### src/rtl/rtip_pkg.sv
// ----------------------------------------------------------------------------
// rtip_pkg: shared types and constants
// Character codes, the classified-character record and the queue sizing
// used by the front and back halves of the integer text parser.
// ----------------------------------------------------------------------------
package rtip_pkg;

    localparam int OUT_WIDTH   = 32;
    localparam int QUEUE_DEPTH = 4;
    localparam int QPTR_W      = $clog2(QUEUE_DEPTH);
    localparam int QCNT_W      = $clog2(QUEUE_DEPTH + 1);

    localparam logic [7:0] CH_SPACE  = 8'h20;
    localparam logic [7:0] CH_MINUS  = 8'h2D;
    localparam logic [7:0] CH_ZERO   = 8'h30;
    localparam logic [7:0] CH_NINE   = 8'h39;
    localparam logic [7:0] CH_LOW_A  = 8'h61;
    localparam logic [7:0] CH_LOW_B  = 8'h62;
    localparam logic [7:0] CH_LOW_X  = 8'h78;
    localparam logic [7:0] CASE_FOLD = 8'h20;
    localparam logic [7:0] ALPHA_GAP = 8'd7;
    localparam logic [7:0] ALPHA_MIN = 8'd17;

    // One character after classification.
    typedef struct packed {
        logic       delim;      // at or below space
        logic       space;
        logic       minus;
        logic       zero;
        logic       nonzero;    // '1'..'9'
        logic       dec;        // '0'..'9'
        logic       lc_x;
        logic       lc_b;
        logic [7:0] digit;      // mapped digit value
    } t_char_class;

endpackage

### src/rtl/rtip_front.sv
// ----------------------------------------------------------------------------
// rtip_front: character classifier and request queue
// Classifies each incoming byte and stores the result in a short FIFO
// that feeds the back end.
// ----------------------------------------------------------------------------
module rtip_front (
    input  logic                   i_clk,
    input  logic                   i_rst_n,
    input  logic                   i_valid,
    output logic                   o_ready,
    input  logic [7:0]             i_ch,
    output logic                   o_q_valid,
    input  logic                   i_q_ready,
    output rtip_pkg::t_char_class  o_q_data
);

    rtip_pkg::t_char_class                r_mem [rtip_pkg::QUEUE_DEPTH];
    logic [rtip_pkg::QPTR_W-1:0]          r_wr_ptr, n_wr_ptr;
    logic [rtip_pkg::QPTR_W-1:0]          r_rd_ptr, n_rd_ptr;
    logic [rtip_pkg::QCNT_W-1:0]          r_count, n_count;
    rtip_pkg::t_char_class                w_class;
    logic [7:0]                           w_fold;
    logic [7:0]                           w_off;
    logic                                 w_push;
    logic                                 w_pop;

    always_comb begin
        w_fold = (i_ch >= rtip_pkg::CH_LOW_A) ? i_ch - rtip_pkg::CASE_FOLD : i_ch;
        w_off  = w_fold - rtip_pkg::CH_ZERO;
        w_class.digit   = (w_off >= rtip_pkg::ALPHA_MIN) ? w_off - rtip_pkg::ALPHA_GAP : w_off;
        w_class.delim   = (i_ch <= rtip_pkg::CH_SPACE);
        w_class.space   = (i_ch == rtip_pkg::CH_SPACE);
        w_class.minus   = (i_ch == rtip_pkg::CH_MINUS);
        w_class.zero    = (i_ch == rtip_pkg::CH_ZERO);
        w_class.dec     = (i_ch >= rtip_pkg::CH_ZERO) && (i_ch <= rtip_pkg::CH_NINE);
        w_class.nonzero = w_class.dec && !w_class.zero;
        w_class.lc_x    = (i_ch == rtip_pkg::CH_LOW_X);
        w_class.lc_b    = (i_ch == rtip_pkg::CH_LOW_B);
    end

    assign o_ready   = (r_count != rtip_pkg::QCNT_W'(rtip_pkg::QUEUE_DEPTH));
    assign o_q_valid = (r_count != '0);
    assign o_q_data  = r_mem[r_rd_ptr];
    assign w_push    = i_valid && o_ready;
    assign w_pop     = o_q_valid && i_q_ready;

    always_comb begin
        n_wr_ptr = w_push ? r_wr_ptr + 1'b1 : r_wr_ptr;
        n_rd_ptr = w_pop  ? r_rd_ptr + 1'b1 : r_rd_ptr;
        n_count  = r_count;
        if (w_push && !w_pop) begin
            n_count = r_count + 1'b1;
        end else if (w_pop && !w_push) begin
            n_count = r_count - 1'b1;
        end
    end

    always_ff @(posedge i_clk) begin
        if (!i_rst_n) begin
            r_wr_ptr <= '0;
            r_rd_ptr <= '0;
            r_count  <= '0;
        end else begin
            r_wr_ptr <= n_wr_ptr;
            r_rd_ptr <= n_rd_ptr;
            r_count  <= n_count;
        end
    end

    always_ff @(posedge i_clk) begin
        if (w_push) begin
            r_mem[r_wr_ptr] <= w_class;
        end
    end

endmodule

### src/rtl/rtip_back.sv
// ----------------------------------------------------------------------------
// rtip_back: token state machine and accumulator
// Consumes classified characters, tracks sign, radix and digits, and
// holds the finished result in an output register.
// ----------------------------------------------------------------------------
module rtip_back #(
    parameter int VALUE_WIDTH = 32
) (
    input  logic                            i_clk,
    input  logic                            i_rst_n,
    input  logic                            i_q_valid,
    output logic                            o_q_ready,
    input  rtip_pkg::t_char_class           i_q_data,
    output logic                            o_valid,
    input  logic                            i_ready,
    output logic                            o_ok,
    output logic [rtip_pkg::OUT_WIDTH-1:0]  o_value
);

    typedef enum logic [2:0] {
        PH_IDLE, PH_SIGN, PH_ZERO, PH_DIGITS, PH_DISCARD
    } t_phase;

    typedef enum logic [1:0] {
        RX_DEC, RX_HEX, RX_BIN, RX_OCT
    } t_radix;

    t_phase                              r_phase, n_phase;
    t_radix                              r_radix, n_radix;
    logic                                r_neg, n_neg;
    logic [VALUE_WIDTH-1:0]              r_acc, n_acc;
    logic                                r_out_valid, n_out_valid;
    logic                                r_ok, n_ok;
    logic [rtip_pkg::OUT_WIDTH-1:0]      r_value, n_value;

    logic                                w_fire;
    logic [7:0]                          w_radix_val;
    logic                                w_digit_ok;
    logic                                w_oct_ok;
    logic [VALUE_WIDTH-1:0]              w_scaled;
    logic [VALUE_WIDTH-1:0]              w_acc_next;
    logic [VALUE_WIDTH-1:0]              w_signed;
    logic [VALUE_WIDTH+rtip_pkg::OUT_WIDTH-1:0] w_ext;

    assign o_q_ready = !r_out_valid || i_ready;
    assign w_fire    = i_q_valid && o_q_ready;

    always_comb begin
        case (r_radix)
            RX_HEX:  w_radix_val = 8'd16;
            RX_BIN:  w_radix_val = 8'd2;
            RX_OCT:  w_radix_val = 8'd8;
            default: w_radix_val = 8'd10;
        endcase
        case (r_radix)
            RX_HEX:  w_scaled = r_acc << 4;
            RX_BIN:  w_scaled = r_acc << 1;
            RX_OCT:  w_scaled = r_acc << 3;
            default: w_scaled = (r_acc << 3) + (r_acc << 1);
        endcase
    end

    assign w_digit_ok = (i_q_data.digit < w_radix_val);
    assign w_oct_ok   = (i_q_data.digit < 8'd8);
    assign w_acc_next = w_scaled + VALUE_WIDTH'(i_q_data.digit);
    assign w_signed   = r_neg ? '0 - r_acc : r_acc;
    assign w_ext      = {{rtip_pkg::OUT_WIDTH{1'b0}}, w_signed};

    always_comb begin
        n_phase     = r_phase;
        n_radix     = r_radix;
        n_neg       = r_neg;
        n_acc       = r_acc;
        n_out_valid = r_out_valid && !i_ready;
        n_ok        = r_ok;
        n_value     = r_value;

        if (w_fire) begin
            case (r_phase)
                PH_SIGN, PH_IDLE: begin
                    if (r_phase == PH_IDLE && i_q_data.space) begin
                        // skip
                    end else if (r_phase == PH_IDLE && i_q_data.minus) begin
                        n_neg   = 1'b1;
                        n_phase = PH_SIGN;
                    end else begin
                        if (r_phase == PH_IDLE) begin
                            n_neg = 1'b0;
                        end
                        if (i_q_data.zero) begin
                            n_phase = PH_ZERO;
                        end else if (i_q_data.nonzero) begin
                            n_radix = RX_DEC;
                            n_acc   = VALUE_WIDTH'(i_q_data.digit);
                            n_phase = PH_DIGITS;
                        end else begin
                            // control byte or delimiter goes idle, other bytes discard; both fail the token
                            n_phase     = i_q_data.delim ? PH_IDLE : PH_DISCARD;
                            n_neg       = 1'b0;
                            n_radix     = RX_DEC;
                            n_acc       = '0;
                            n_out_valid = 1'b1;
                            n_ok        = 1'b0;
                            n_value     = '0;
                        end
                    end
                end
                PH_ZERO: begin
                    if (i_q_data.lc_x || i_q_data.lc_b) begin
                        n_radix = i_q_data.lc_x ? RX_HEX : RX_BIN;
                        n_acc   = '0;
                        n_phase = PH_DIGITS;
                    end else if (i_q_data.delim) begin
                        n_phase     = PH_IDLE;
                        n_neg       = 1'b0;
                        n_radix     = RX_DEC;
                        n_acc       = '0;
                        n_out_valid = 1'b1;
                        n_ok        = 1'b1;
                        n_value     = '0;
                    end else if (i_q_data.dec && w_oct_ok) begin
                        n_radix = RX_OCT;
                        n_acc   = VALUE_WIDTH'(i_q_data.digit);
                        n_phase = PH_DIGITS;
                    end else begin
                        n_phase     = PH_DISCARD;
                        n_neg       = 1'b0;
                        n_radix     = RX_DEC;
                        n_acc       = '0;
                        n_out_valid = 1'b1;
                        n_ok        = 1'b0;
                        n_value     = '0;
                    end
                end
                PH_DIGITS: begin
                    if (i_q_data.delim) begin
                        n_phase     = PH_IDLE;
                        n_neg       = 1'b0;
                        n_radix     = RX_DEC;
                        n_acc       = '0;
                        n_out_valid = 1'b1;
                        n_ok        = 1'b1;
                        n_value     = w_ext[rtip_pkg::OUT_WIDTH-1:0];
                    end else if (w_digit_ok) begin
                        n_acc = w_acc_next;
                    end else begin
                        n_phase     = PH_DISCARD;
                        n_neg       = 1'b0;
                        n_radix     = RX_DEC;
                        n_acc       = '0;
                        n_out_valid = 1'b1;
                        n_ok        = 1'b0;
                        n_value     = '0;
                    end
                end
                PH_DISCARD: begin
                    if (i_q_data.delim) begin
                        n_phase = PH_IDLE;
                    end
                end
                default: begin
                    n_phase = PH_IDLE;
                end
            endcase
        end
    end

    always_ff @(posedge i_clk) begin
        if (!i_rst_n) begin
            r_phase     <= PH_IDLE;
            r_radix     <= RX_DEC;
            r_neg       <= 1'b0;
            r_acc       <= '0;
            r_out_valid <= 1'b0;
        end else begin
            r_phase     <= n_phase;
            r_radix     <= n_radix;
            r_neg       <= n_neg;
            r_acc       <= n_acc;
            r_out_valid <= n_out_valid;
        end
    end

    always_ff @(posedge i_clk) begin
        r_ok    <= n_ok;
        r_value <= n_value;
    end

    assign o_valid = r_out_valid;
    assign o_ok    = r_ok;
    assign o_value = r_value;

endmodule

### src/rtl/radix_integer_text_parser_core.sv
// ----------------------------------------------------------------------------
// radix_integer_text_parser_core: streaming integer text parser
// Parses space-delimited signed integers with 0x / 0b / leading-zero prefixes.
// ----------------------------------------------------------------------------
// Takes one text byte per cycle when not stalled and returns one request per
// finished token (ok plus the signed value, wrapped to VALUE_WIDTH bits, then
// zero-extended or truncated to 32). Sustained rate is one byte per clock while
// the output is not stalled; the accumulator shift-add is combinational. A byte
// accepted at the input is written into the queue, then taken by the state
// machine into the output register. A four-entry queue separates classification
// from the state machine, so a stalled output backs up into the queue before the
// input stalls. No clearing pass is needed after reset.
module radix_integer_text_parser_core #(
    parameter int VALUE_WIDTH = 32
) (
    input  logic               i_clk,
    input  logic               i_rst_n,
    input  logic               i_valid,
    output logic               o_ready,
    input  logic [7:0]         i_ch,
    output logic               o_valid,
    input  logic               i_ready,
    output logic               o_ok,
    output logic signed [31:0] o_value
);

    logic                            w_q_valid;
    logic                            w_q_ready;
    rtip_pkg::t_char_class           w_q_data;
    logic [rtip_pkg::OUT_WIDTH-1:0]  w_value;

    rtip_front u_front (
        .i_clk     (i_clk),
        .i_rst_n   (i_rst_n),
        .i_valid   (i_valid),
        .o_ready   (o_ready),
        .i_ch      (i_ch),
        .o_q_valid (w_q_valid),
        .i_q_ready (w_q_ready),
        .o_q_data  (w_q_data)
    );

    rtip_back #(
        .VALUE_WIDTH (VALUE_WIDTH)
    ) u_back (
        .i_clk     (i_clk),
        .i_rst_n   (i_rst_n),
        .i_q_valid (w_q_valid),
        .o_q_ready (w_q_ready),
        .i_q_data  (w_q_data),
        .o_valid   (o_valid),
        .i_ready   (i_ready),
        .o_ok      (o_ok),
        .o_value   (w_value)
    );

    assign o_value = signed'(w_value);

`ifndef SYNTHESIS
    // failed tokens always report a zero value
    a_fail_zero: assert property (@(posedge i_clk) disable iff (!i_rst_n)
        o_valid && !o_ok |-> o_value == '0)
        else $error("nonzero value on failed request");

    // a full queue cannot be empty toward the back end
    a_full_has_data: assert property (@(posedge i_clk) disable iff (!i_rst_n)
        !o_ready |-> w_q_valid)
        else $error("input stalled with empty queue");

    // a new result only appears after the back end consumed a character
    a_result_from_pop: assert property (@(posedge i_clk) disable iff (!i_rst_n)
        $rose(o_valid) |-> $past(w_q_valid && w_q_ready))
        else $error("result without consumed character");
`endif

endmodule

### config.mk
export PLATFORM = sky130hd
export DESIGN_NAME = radix_integer_text_parser_core
export DESIGN_NICKNAME = d
export VERILOG_FILES = /design/src/rtl/rtip_pkg.sv /design/src/rtl/rtip_front.sv /design/src/rtl/rtip_back.sv /design/src/rtl/radix_integer_text_parser_core.sv
export SDC_FILE = /design/constraint.sdc
export NUM_CORES = 1
export LEC_CHECK = 0
export ABC_AREA = 1
export BUFFER_PORTS_ARGS = -buffer_cell sky130_fd_sc_hd__buf_2
export CAP_MARGIN = 15
export CORE_MARGIN = 3
export CORE_UTILIZATION = 43
export CTS_CLUSTER_SIZE = 10
export DETAILED_ROUTE_END_ITERATION = 10
export GPL_TIMING_DRIVEN = 0
export HOLD_SLACK_MARGIN = 0.05
export PLACE_DENSITY = 0.63
export SYNTH_ARGS = -nofsm -noshare
export SYNTH_HDL_FRONTEND = slang
export SYNTH_SLANG_ARGS = --single-unit
### constraint.sdc
create_clock -name i_clk -period 3.3 [get_ports i_clk]
set_input_delay 0.66 -clock i_clk [delete_from_list [all_inputs] [get_ports i_clk]]
set_output_delay 0.66 -clock i_clk [all_outputs]
set_load 0.02 [all_outputs]
==> results of run 1 <==
==> power groups by stage <==
stage | Combinational (W) | Sequential, W | Clock, W
floorplan | 0.00270 | 0.00282 | 0
global placement | 0.00400 | 0.00260 | 0
detailed placement | 0.00405 | 0.00261 | 0
CTS | 0.00435 | 0.00258 | 0.00187
global route | 0.00517 | 0.00262 | 0.00194
finish | 0.00471 | 0.00258 | 0.00186
==> repair_timing <==
action | CTS | global route
hold endpoints to repair | 0 | 0
setup buffers | 15 | 18
endpoints found under the setup margin | 59 | 18
pin swaps | 9 | 40
resized for setup | 44 | 66
==> cells in the mapped netlist (all sizes together), types with 3 or more instances <==
cell	count	share of area
a211oi	3	0.0025
a21oi	125	0.058
a221oi	3	0.0024
a31oi	5	0.0029
a32o	3	0.0027
a32oi	3	0.0031
and2	6	0.0035
buf	26	0.015
clkbuf	17	0.0058
clkinv	3	0.0010
dfxtp	48	0.088
edfxtp	97	0.27
fa	3	0.0055
ha	57	0.065
inv	240	0.082
nand2	433	0.15
nand3	114	0.055
nand3b	7	0.0048
nand4	15	0.0086
nor2	147	0.058
nor3	21	0.012
nor4	3	0.0023
o211ai	6	0.0054
o21ai	94	0.044
o221ai	25	0.020
o22ai	6	0.0040
o31ai	3	0.0021
or2	4	0.0023
xnor2	7	0.0056
xor2	16	0.013
==> sequential cells by signal (all words and copies together), names as in the netlist, named ones only <==
| name | flops |
|---|---|
| u_front.r_mem | 64 |
| u_back.o_value | 32 |
| u_back.r_acc | 32 |
| u_back.r_phase | 3 |
| u_front.r_count | 3 |
| u_back.r_radix | 2 |
| u_front.r_rd_ptr | 2 |
| u_front.r_wr_ptr | 2 |
| u_back.o_ok | 1 |
| u_back.o_valid | 1 |
| u_back.r_neg | 1 |
==> worst min path at each step <==
stage | to | slack (ns) | depth (start not counted)
CTS | flip-flop | 0.47 | 2
global placement | u_front.r_rd_ptr[1] | 0.45 | 2
detailed placement | flip-flop | 0.46 | 2
finish | flip-flop | 0.46 | 2
global route | flip-flop | 0.50 | 2
floorplan | flip-flop | 0.44 | 2
==> routing by layer <==
metal,up-vias,GRT usage,share of wire
li1,5335,-,-
met2,244,0.4018,0.50
met3,77,0.02869,0.040
met1,4732,0.2671,0.42
met5,-,0,0
met4,0,0.1055,0.040
==> logic make-up (layout without fill, tap and decap cells) <==
logic type	count (synthesis)	in the layout	synth area share
buf+inv	287	394	0.1054
xor+xnor	23	23	0.01841
compound gates	283	283	0.1523
simple gates	750	750	0.2991
fa+ha+maj	60	60	0.07067
flops	145	145	0.3540
==> stage by stage <==
step	TNS [ns]	area [um^2]
after floorplan	0	10940
after global placement	-13.76	11580
after detailed placement	-14.83	11620
after CTS	0	12380
after global routing	-0.9164	12720
final	0	12720
==> final cells by class <==
class / count / share of cell area
Multi-Input combinational cell: 1116 / 0.4836
Sequential cell: 145 / 0.3065
Inverter: 243 / 0.07394
Timing Repair Buffer: 81 / 0.04051
Clock buffer: 18 / 0.03373
Tap cell: 324 / 0.03186
Buffer: 38 / 0.02035
Clock inverter: 14 / 0.009538
==> worst min-delay path: stages (launching register included) <==
cell and delay [ns]:
sky130_fd_sc_hd__dfxtp_1 0.30, sky130_fd_sc_hd__inv_1 0.05, sky130_fd_sc_hd__a21oi_1 0.07
==> impl_metrics.prom, run 1 <==
# TYPE chip_impl_metric gauge
chip_impl_info{name="critPathCaptureType",value="flip-flop"} 1
chip_impl_metric{name="gp_congestion",unit=""} 0.9190
chip_impl_metric{name="clkTransAtPathRegs",unit="ns"} 0.07
chip_impl_metric{name="max-cap-violations",unit=""} 0
chip_impl_metric{name="p_leak",unit="nW"} 5.589
chip_impl_info{name="worst_path_dominant_cell_family",value="simple AND/OR/NAND/NOR gates"} 1
chip_impl_metric{name="detailedRoute.firstPassIterationCount",unit=""} 5
chip_impl_metric{name="port_buffers",unit=""} 46
chip_impl_metric{name="power.density_cell_area",unit="nW/um^2"} 719.4
chip_impl_metric{name="cts-hold-fix-buffers",unit=""} 0
chip_impl_metric{name="async_reset_ff_frac",unit=""} 0
chip_impl_metric{name="fp.dieArea",unit="um^2"} 27400
chip_impl_metric{name="final.hold.worst_slack",unit="ns"} 0.4642
chip_impl_info{name="worstSetupEndpoint",value="u_back.r_acc[31]"} 1
chip_impl_metric{name="postRouteAntennaNets",unit=""} 0
chip_impl_metric{name="fin_total_pwr",unit="W"} 0.009154
chip_impl_metric{name="ioPinCount",unit=""} 47
chip_impl_metric{name="grt_max_degree",unit=""} 35
chip_impl_metric{name="finalHoldViolations",unit=""} 0
chip_impl_metric{name="clock_latency",unit="ns"} 0.43
chip_impl_metric{name="cts-htree-levels",unit=""} 4
chip_impl_info{name="synth_ff_type",value="sky130_fd_sc_hd__edfxtp_1"} 1
chip_impl_metric{name="synth.avg_cell_area",unit="um^2"} 7.068
chip_impl_metric{name="detailedPlace.worstSlack",unit="ns"} -0.7898
chip_impl_metric{name="multi_input_gate_area",unit="um^2"} 6153
chip_impl_metric{name="grt_util_all_layers",unit=""} 0.2248
chip_impl_metric{name="start_util",unit=""} 0.4434
chip_impl_info{name="cts_tree",value="built"} 1
chip_impl_metric{name="cts_buffers",unit=""} 17
chip_impl_metric{name="fin_cells",unit=""} 1979
chip_impl_metric{name="count_of_different_cell_masters_after_synthesis",unit=""} 56
chip_impl_info{name="worstSetupStartpointType",value="flip-flop"} 1
chip_impl_metric{name="finish.utilization",unit=""} 0.5157
chip_impl_metric{name="critical_path_arrival",unit="ns"} 3.64
chip_impl_metric{name="synth_enable_flop_cells",unit=""} 97
chip_impl_metric{name="num-fill-cells",unit=""} 2525
chip_impl_metric{name="num_vias",unit=""} 10390
chip_impl_metric{name="detailed_place_hpwl",unit="um"} 23540
chip_impl_metric{name="power.clock.fraction",unit=""} 0.203
chip_impl_metric{name="via_count_of_the_first_global_routing_pass",unit=""} 9753
chip_impl_metric{name="timing_max_transition_violations_final",unit=""} 0
chip_impl_info{name="min-delay-start",value="u_front.r_rd_ptr[1]"} 1
chip_impl_metric{name="path_max_fanout",unit=""} 5
chip_impl_info{name="hp-class",value="flip-flop to flip-flop"} 1
chip_impl_metric{name="achievable-frequency",unit="GHz"} 0.3055
chip_impl_metric{name="reg2reg_setup_slack",unit="ns"} 0.03
chip_impl_info{name="unrepaired_setup_endpoints_after_global_routing",value="yes"} 1
chip_impl_metric{name="finalWorstSetupSlack",unit="ns"} 0.02675
chip_impl_metric{name="worst_r2r_path_depth",unit=""} 23
chip_impl_metric{name="dr.first_iter.drc_count",unit=""} 718
chip_impl_metric{name="final_critical_period",unit="ns"} 3.273
chip_impl_metric{name="register_area",unit="um^2"} 3900
chip_impl_metric{name="synth.cell_area",unit="um^2"} 10940
chip_impl_metric{name="setup_viol",unit=""} 0
chip_impl_metric{name="placement_rows",unit=""} 57
chip_impl_metric{name="number_of_drc_violations_after_detailed_routing",unit=""} 0
chip_impl_metric{name="share_of_final_layout_standard_cells_stronger_than_drive_strength_1",unit=""} 0.1577
chip_impl_metric{name="die_height",unit="um"} 165.5
chip_impl_metric{name="worst_ir_drop_vdd",unit="uV"} 378.1
chip_impl_metric{name="share_comb_of_total_power",unit=""} 0.515
chip_impl_metric{name="cells_after_synth",unit=""} 1548
chip_impl_metric{name="max_slew_margin",unit=""} 0.3875
chip_impl_metric{name="die_width",unit="um"} 165.5
chip_impl_metric{name="synth_nets",unit=""} 1620
chip_impl_metric{name="fp.coreArea",unit="um^2"} 24680
chip_impl_metric{name="placedCellCount",unit=""} 1920
chip_impl_metric{name="switching_share",unit=""} 0.4483
chip_impl_metric{name="sequentialPowerShare",unit=""} 0.282
chip_impl_metric{name="n_antenna_cell",unit=""} 0
chip_impl_metric{name="critical_path_depth",unit=""} 23
chip_impl_metric{name="crit_path_max_incr_delay",unit="ns"} 0.40
chip_impl_metric{name="cts.sinks",unit=""} 145
chip_impl_info{name="critical_path_class",value="flip-flop to flip-flop"} 1
chip_impl_metric{name="worst-slew-pin-transition",unit="ns"} 0.9177
chip_impl_metric{name="grt_first_pass_wirelength",unit="um"} 48240
chip_impl_metric{name="nets",unit=""} 1714
chip_impl_metric{name="wl",unit="um"} 30750
chip_impl_metric{name="grt-ovfl-total",unit=""} 0
chip_impl_metric{name="fin_skew",unit="ns"} 0.01521
chip_impl_info{name="most-common-layout-cells",value="sky130_fd_sc_hd__nand2_1, sky130_fd_sc_hd__inv_1, sky130_fd_sc_hd__nor2_1"} 1
chip_impl_metric{name="ys_warn_count",unit=""} 0
chip_impl_info{name="path_cells",value="ha_4 -> inv_2 -> fa_2 -> buf_4 -> o21ai_1 -> a21oi_2 -> a21oi_2 -> ha_1 -> buf_4 -> nand3_1 -> nand3_2 -> nand2_4 -> nand2_2 -> nand3_2 -> nor2_4 -> nand3_4 -> nor2_4 -> nand2_2 -> nor2_4 -> nand2_1 -> nand2_1 -> nand3_2 -> a21oi_2"} 1
chip_impl_metric{name="internal_power",unit="W"} 0.005051
chip_impl_info{name="root_buffer",value="sky130_fd_sc_hd__clkbuf_16"} 1
chip_impl_info{name="run_status",value="completed"} 1
chip_impl_metric{name="synth-seq-cells",unit=""} 145
chip_impl_info{name="layout.cells.most_common",value="sky130_fd_sc_hd__nand2_1"} 1
chip_impl_metric{name="switchingPower",unit="W"} 0.004104
chip_impl_metric{name="initial_antenna_violation_count",unit=""} 0
chip_impl_metric{name="clock_path_buffers",unit=""} 2
chip_impl_info{name="worst_r2r_endpoint",value="u_back.r_acc[31]"} 1
chip_impl_metric{name="route.detailed.vias_per_inst",unit=""} 5.249
chip_impl_metric{name="area_growth",unit="%"} 16.29
chip_impl_info{name="critPathSlowestCell",value="sky130_fd_sc_hd__fa_2"} 1
chip_impl_metric{name="post-route-period-util",unit=""} 0.9919
chip_impl_metric{name="wl_per_cell",unit="um"} 15.54
chip_impl_info{name="crit_start",value="u_back.r_acc[0]"} 1
chip_impl_metric{name="seq_area_frac_synth",unit=""} 0.3540
chip_impl_metric{name="worst-path-buf-inv",unit=""} 3
chip_impl_metric{name="critPathRequiredTime",unit="ns"} 3.66
chip_impl_info{name="r2r_start",value="u_back.r_acc[0]"} 1
Power figures use the tool's default switching activity.
==> run 2, diff against run 1 <==
--- a/config.mk
+++ b/config.mk
@@ -9,12 +9,12 @@
 export BUFFER_PORTS_ARGS = -buffer_cell sky130_fd_sc_hd__buf_2
 export CAP_MARGIN = 15
 export CORE_MARGIN = 3
-export CORE_UTILIZATION = 43
+export CORE_UTILIZATION = 50
 export CTS_CLUSTER_SIZE = 10
 export DETAILED_ROUTE_END_ITERATION = 10
 export GPL_TIMING_DRIVEN = 0
 export HOLD_SLACK_MARGIN = 0.05
-export PLACE_DENSITY = 0.63
+export PLACE_DENSITY = 0.71
 export SYNTH_ARGS = -nofsm -noshare
 export SYNTH_HDL_FRONTEND = slang
 export SYNTH_SLANG_ARGS = --single-unit
==> constraint.sdc (replaced) <==
create_clock -name i_clk -period 3.3 [get_ports i_clk]
set_input_delay 0.66 -clock i_clk [delete_from_list [all_inputs] [get_ports i_clk]]
set_output_delay 0.66 -clock i_clk [all_outputs]
set_load 0.05 [all_outputs]
==> impl_metrics.prom, run 2 (same netlist as run 1, synthesis figures left out) <==
# TYPE chip_impl_metric gauge
chip_impl_metric{name="grt_util_all_layers",unit=""} 0.2527
chip_impl_metric{name="grt_first_pass_wirelength",unit="um"} 48470
chip_impl_metric{name="multi_input_gate_area",unit="um^2"} 6166
chip_impl_metric{name="wl",unit="um"} 29870
chip_impl_metric{name="setup_viol",unit=""} 0
chip_impl_metric{name="share_of_final_layout_standard_cells_stronger_than_drive_strength_1",unit=""} 0.1540
chip_impl_metric{name="fin_cells",unit=""} 1924
chip_impl_metric{name="ioPinCount",unit=""} 47
chip_impl_info{name="run_status",value="completed"} 1
chip_impl_info{name="unrepaired_setup_endpoints_after_global_routing",value="yes"} 1
chip_impl_metric{name="placement_rows",unit=""} 53
chip_impl_info{name="most-common-layout-cells",value="sky130_fd_sc_hd__nand2_1, sky130_fd_sc_hd__inv_1, sky130_fd_sc_hd__nor2_1"} 1
chip_impl_metric{name="register_area",unit="um^2"} 3899
chip_impl_metric{name="die_width",unit="um"} 153.9
chip_impl_metric{name="num-fill-cells",unit=""} 1963
chip_impl_metric{name="area_growth",unit="%"} 16.24
chip_impl_metric{name="postRouteAntennaNets",unit=""} 0
chip_impl_metric{name="wl_per_cell",unit="um"} 15.52
chip_impl_info{name="critPathSlowestCell",value="sky130_fd_sc_hd__fa_2"} 1
chip_impl_metric{name="detailed_place_hpwl",unit="um"} 22850
chip_impl_metric{name="internal_power",unit="W"} 0.005282
chip_impl_metric{name="power.clock.fraction",unit=""} 0.214
chip_impl_info{name="cts_tree",value="built"} 1
chip_impl_metric{name="port_buffers",unit=""} 46
chip_impl_info{name="critical_path_class",value="flip-flop to flip-flop"} 1
chip_impl_metric{name="power.density_cell_area",unit="nW/um^2"} 771.9
chip_impl_metric{name="grt-ovfl-total",unit=""} 0
chip_impl_info{name="critPathCaptureType",value="flip-flop"} 1
chip_impl_metric{name="fp.coreArea",unit="um^2"} 21290
chip_impl_metric{name="cts-hold-fix-buffers",unit=""} 0
chip_impl_metric{name="fp.dieArea",unit="um^2"} 23690
chip_impl_metric{name="finalWorstSetupSlack",unit="ns"} 0.04406
chip_impl_metric{name="grt_max_degree",unit=""} 35
chip_impl_metric{name="num_vias",unit=""} 10570
chip_impl_metric{name="nets",unit=""} 1708
chip_impl_metric{name="switchingPower",unit="W"} 0.004536
chip_impl_info{name="root_buffer",value="sky130_fd_sc_hd__clkbuf_16"} 1
chip_impl_metric{name="crit_path_max_incr_delay",unit="ns"} 0.41
chip_impl_metric{name="final_critical_period",unit="ns"} 3.256
chip_impl_metric{name="worst-slew-pin-transition",unit="ns"} 0.9755
chip_impl_metric{name="sequentialPowerShare",unit=""} 0.263
chip_impl_info{name="worstSetupStartpointType",value="flip-flop"} 1
chip_impl_metric{name="gp_congestion",unit=""} 0.9283
chip_impl_metric{name="clkTransAtPathRegs",unit="ns"} 0.07
chip_impl_metric{name="dr.first_iter.drc_count",unit=""} 801
chip_impl_metric{name="switching_share",unit=""} 0.4620
chip_impl_metric{name="achievable-frequency",unit="GHz"} 0.3071
chip_impl_metric{name="n_antenna_cell",unit=""} 0
chip_impl_metric{name="max_slew_margin",unit=""} 0.3490
chip_impl_metric{name="cts-htree-levels",unit=""} 4
chip_impl_info{name="path_cells",value="ha_4 -> inv_2 -> fa_2 -> inv_2 -> nand2_2 -> nand2_2 -> and2_4 -> xnor2_2 -> o21ai_1 -> ha_1 -> nand2_1 -> o21a_1 -> o21ai_2 -> nand2_2 -> nor2_4 -> inv_4 -> nor2_4 -> nand2_4 -> nor2_4 -> nand3_1 -> nand3_1 -> a21oi_1"} 1
chip_impl_metric{name="route.detailed.vias_per_inst",unit=""} 5.495
chip_impl_metric{name="fin_total_pwr",unit="W"} 0.009818
chip_impl_metric{name="via_count_of_the_first_global_routing_pass",unit=""} 10140
chip_impl_metric{name="critical_path_arrival",unit="ns"} 3.56
chip_impl_metric{name="cts.sinks",unit=""} 145
chip_impl_metric{name="number_of_flip_flops_in_the_largest_register",unit=""} 64
chip_impl_metric{name="number_of_drc_violations_after_detailed_routing",unit=""} 0
chip_impl_metric{name="die_height",unit="um"} 153.9
chip_impl_metric{name="post-route-period-util",unit=""} 0.9866
chip_impl_metric{name="clock_latency",unit="ns"} 0.43
chip_impl_metric{name="path_max_fanout",unit=""} 5
chip_impl_metric{name="cts_buffers",unit=""} 17
chip_impl_metric{name="timing_max_transition_violations_final",unit=""} 0
chip_impl_info{name="layout.cells.most_common",value="sky130_fd_sc_hd__nand2_1"} 1
chip_impl_metric{name="fin_skew",unit="ns"} 0.01219
chip_impl_metric{name="detailedPlace.worstSlack",unit="ns"} -0.7276
chip_impl_metric{name="critPathRequiredTime",unit="ns"} 3.60
chip_impl_info{name="hp-class",value="flip-flop to flip-flop"} 1
chip_impl_info{name="registers.top_by_ff_count",value="u_front.r_mem"} 1
chip_impl_metric{name="clock_path_buffers",unit=""} 2
chip_impl_metric{name="detailedRoute.firstPassIterationCount",unit=""} 6
chip_impl_metric{name="max-cap-violations",unit=""} 0
chip_impl_metric{name="placedCellCount",unit=""} 1870
chip_impl_metric{name="start_util",unit=""} 0.5140
chip_impl_metric{name="initial_antenna_violation_count",unit=""} 0
chip_impl_metric{name="finalHoldViolations",unit=""} 0
chip_impl_metric{name="worst_ir_drop_vdd",unit="uV"} 548.8
chip_impl_metric{name="p_leak",unit="nW"} 5.623
chip_impl_metric{name="final.hold.worst_slack",unit="ns"} 0.4763
chip_impl_metric{name="share_comb_of_total_power",unit=""} 0.523
==> run 2: cell count changes in the layout (fill, tap and decap cells not counted), moves of 3 or more <==
cell | previous run | this run
sky130_fd_sc_hd__nand2_1 | 412 | 409
sky130_fd_sc_hd__inv_6 | 3 | 6
sky130_fd_sc_hd__nand2_2 | 19 | 22
sky130_fd_sc_hd__buf_8 | 5 | 1
sky130_fd_sc_hd__nand3_2 | 11 | 8
sky130_fd_sc_hd__buf_4 | 35 | 29
sky130_fd_sc_hd__bufinv_16 | 0 | 3
==> run 2: final timing paths <==
path | depth (start not counted) | endpoint | startpoint | slack (ns)
worst max-delay path | 22 | u_back.r_acc[30] | u_back.r_acc[0] | 0.04
worst min register to register | 2 | u_front.r_rd_ptr[1] | u_front.r_rd_ptr[1] | 0.48
worst max register to register | 22 | u_back.r_acc[30] | u_back.r_acc[0] | 0.04
worst min-delay path | 2 | u_front.r_rd_ptr[1] | u_front.r_rd_ptr[1] | 0.48
==> run 2: final cells by class <==
type / instances / area share
clock inverters: 15 / 0.01692
inverters: 243 / 0.07447
flip-flops and latches: 145 / 0.3065
clock buffers: 17 / 0.03345
plain buffers: 38 / 0.01968
repair buffers: 75 / 0.03709
multi-input cells: 1116 / 0.4848
well taps: 275 / 0.02705
==> run 2: power groups by stage <==
| stage | Clock [W] | Combinational [W] | Sequential, W |
|---|---|---|---|
| finish | 0.00210 | 0.00514 | 0.00258 |
| global route | 0.00220 | 0.00564 | 0.00261 |
| CTS | 0.00212 | 0.00476 | 0.00258 |
| detailed placement | 0 | 0.00446 | 0.00261 |
| global placement | 0 | 0.00441 | 0.00260 |
| floorplan | 0 | 0.00271 | 0.00325 |
==> run 2: critical path, delay by kind of cell, from the launching register on <==
family / cells / cell delay, ns
fa+ha+maj: 3 / 0.91
simple gates: 11 / 1.15
xor+xnor: 1 / 0.10
compound gates: 4 / 0.40
buf+inv: 3 / 0.19
flops: 1 / 0.37
==> run 2: metrics by stage <==
step | cell area (um^2) | TNS, ns | utilization
6_report | 12720 | 0 | 0.5975
5_1_grt | 12720 | -2.215 | 0.5975
4_1_cts | 12420 | 0 | 0.5835
3_5_place_dp | 11540 | -12.77 | 0.5422
3_3_place_gp | 11520 | -12.31 | 0.5411
2_1_floorplan | 10940 | 0 | -
==> run 2: what timing repair did <==
item / in CTS / in global routing
buffers inserted: 15 / 13
pin swaps: 10 / 31
setup endpoints to repair: 36 / 55
gates resized for setup: 45 / 58
==> run 2: metal layers <==
metal / share of wire / global-route usage / vias to the layer above
met5: 0 / 0 / -
met4: 0.043 / 0.1148 / 0
met3: 0.045 / 0.03068 / 77
met2: 0.51 / 0.4617 / 344
met1: 0.40 / 0.2954 / 4834
li1: - / - / 5317
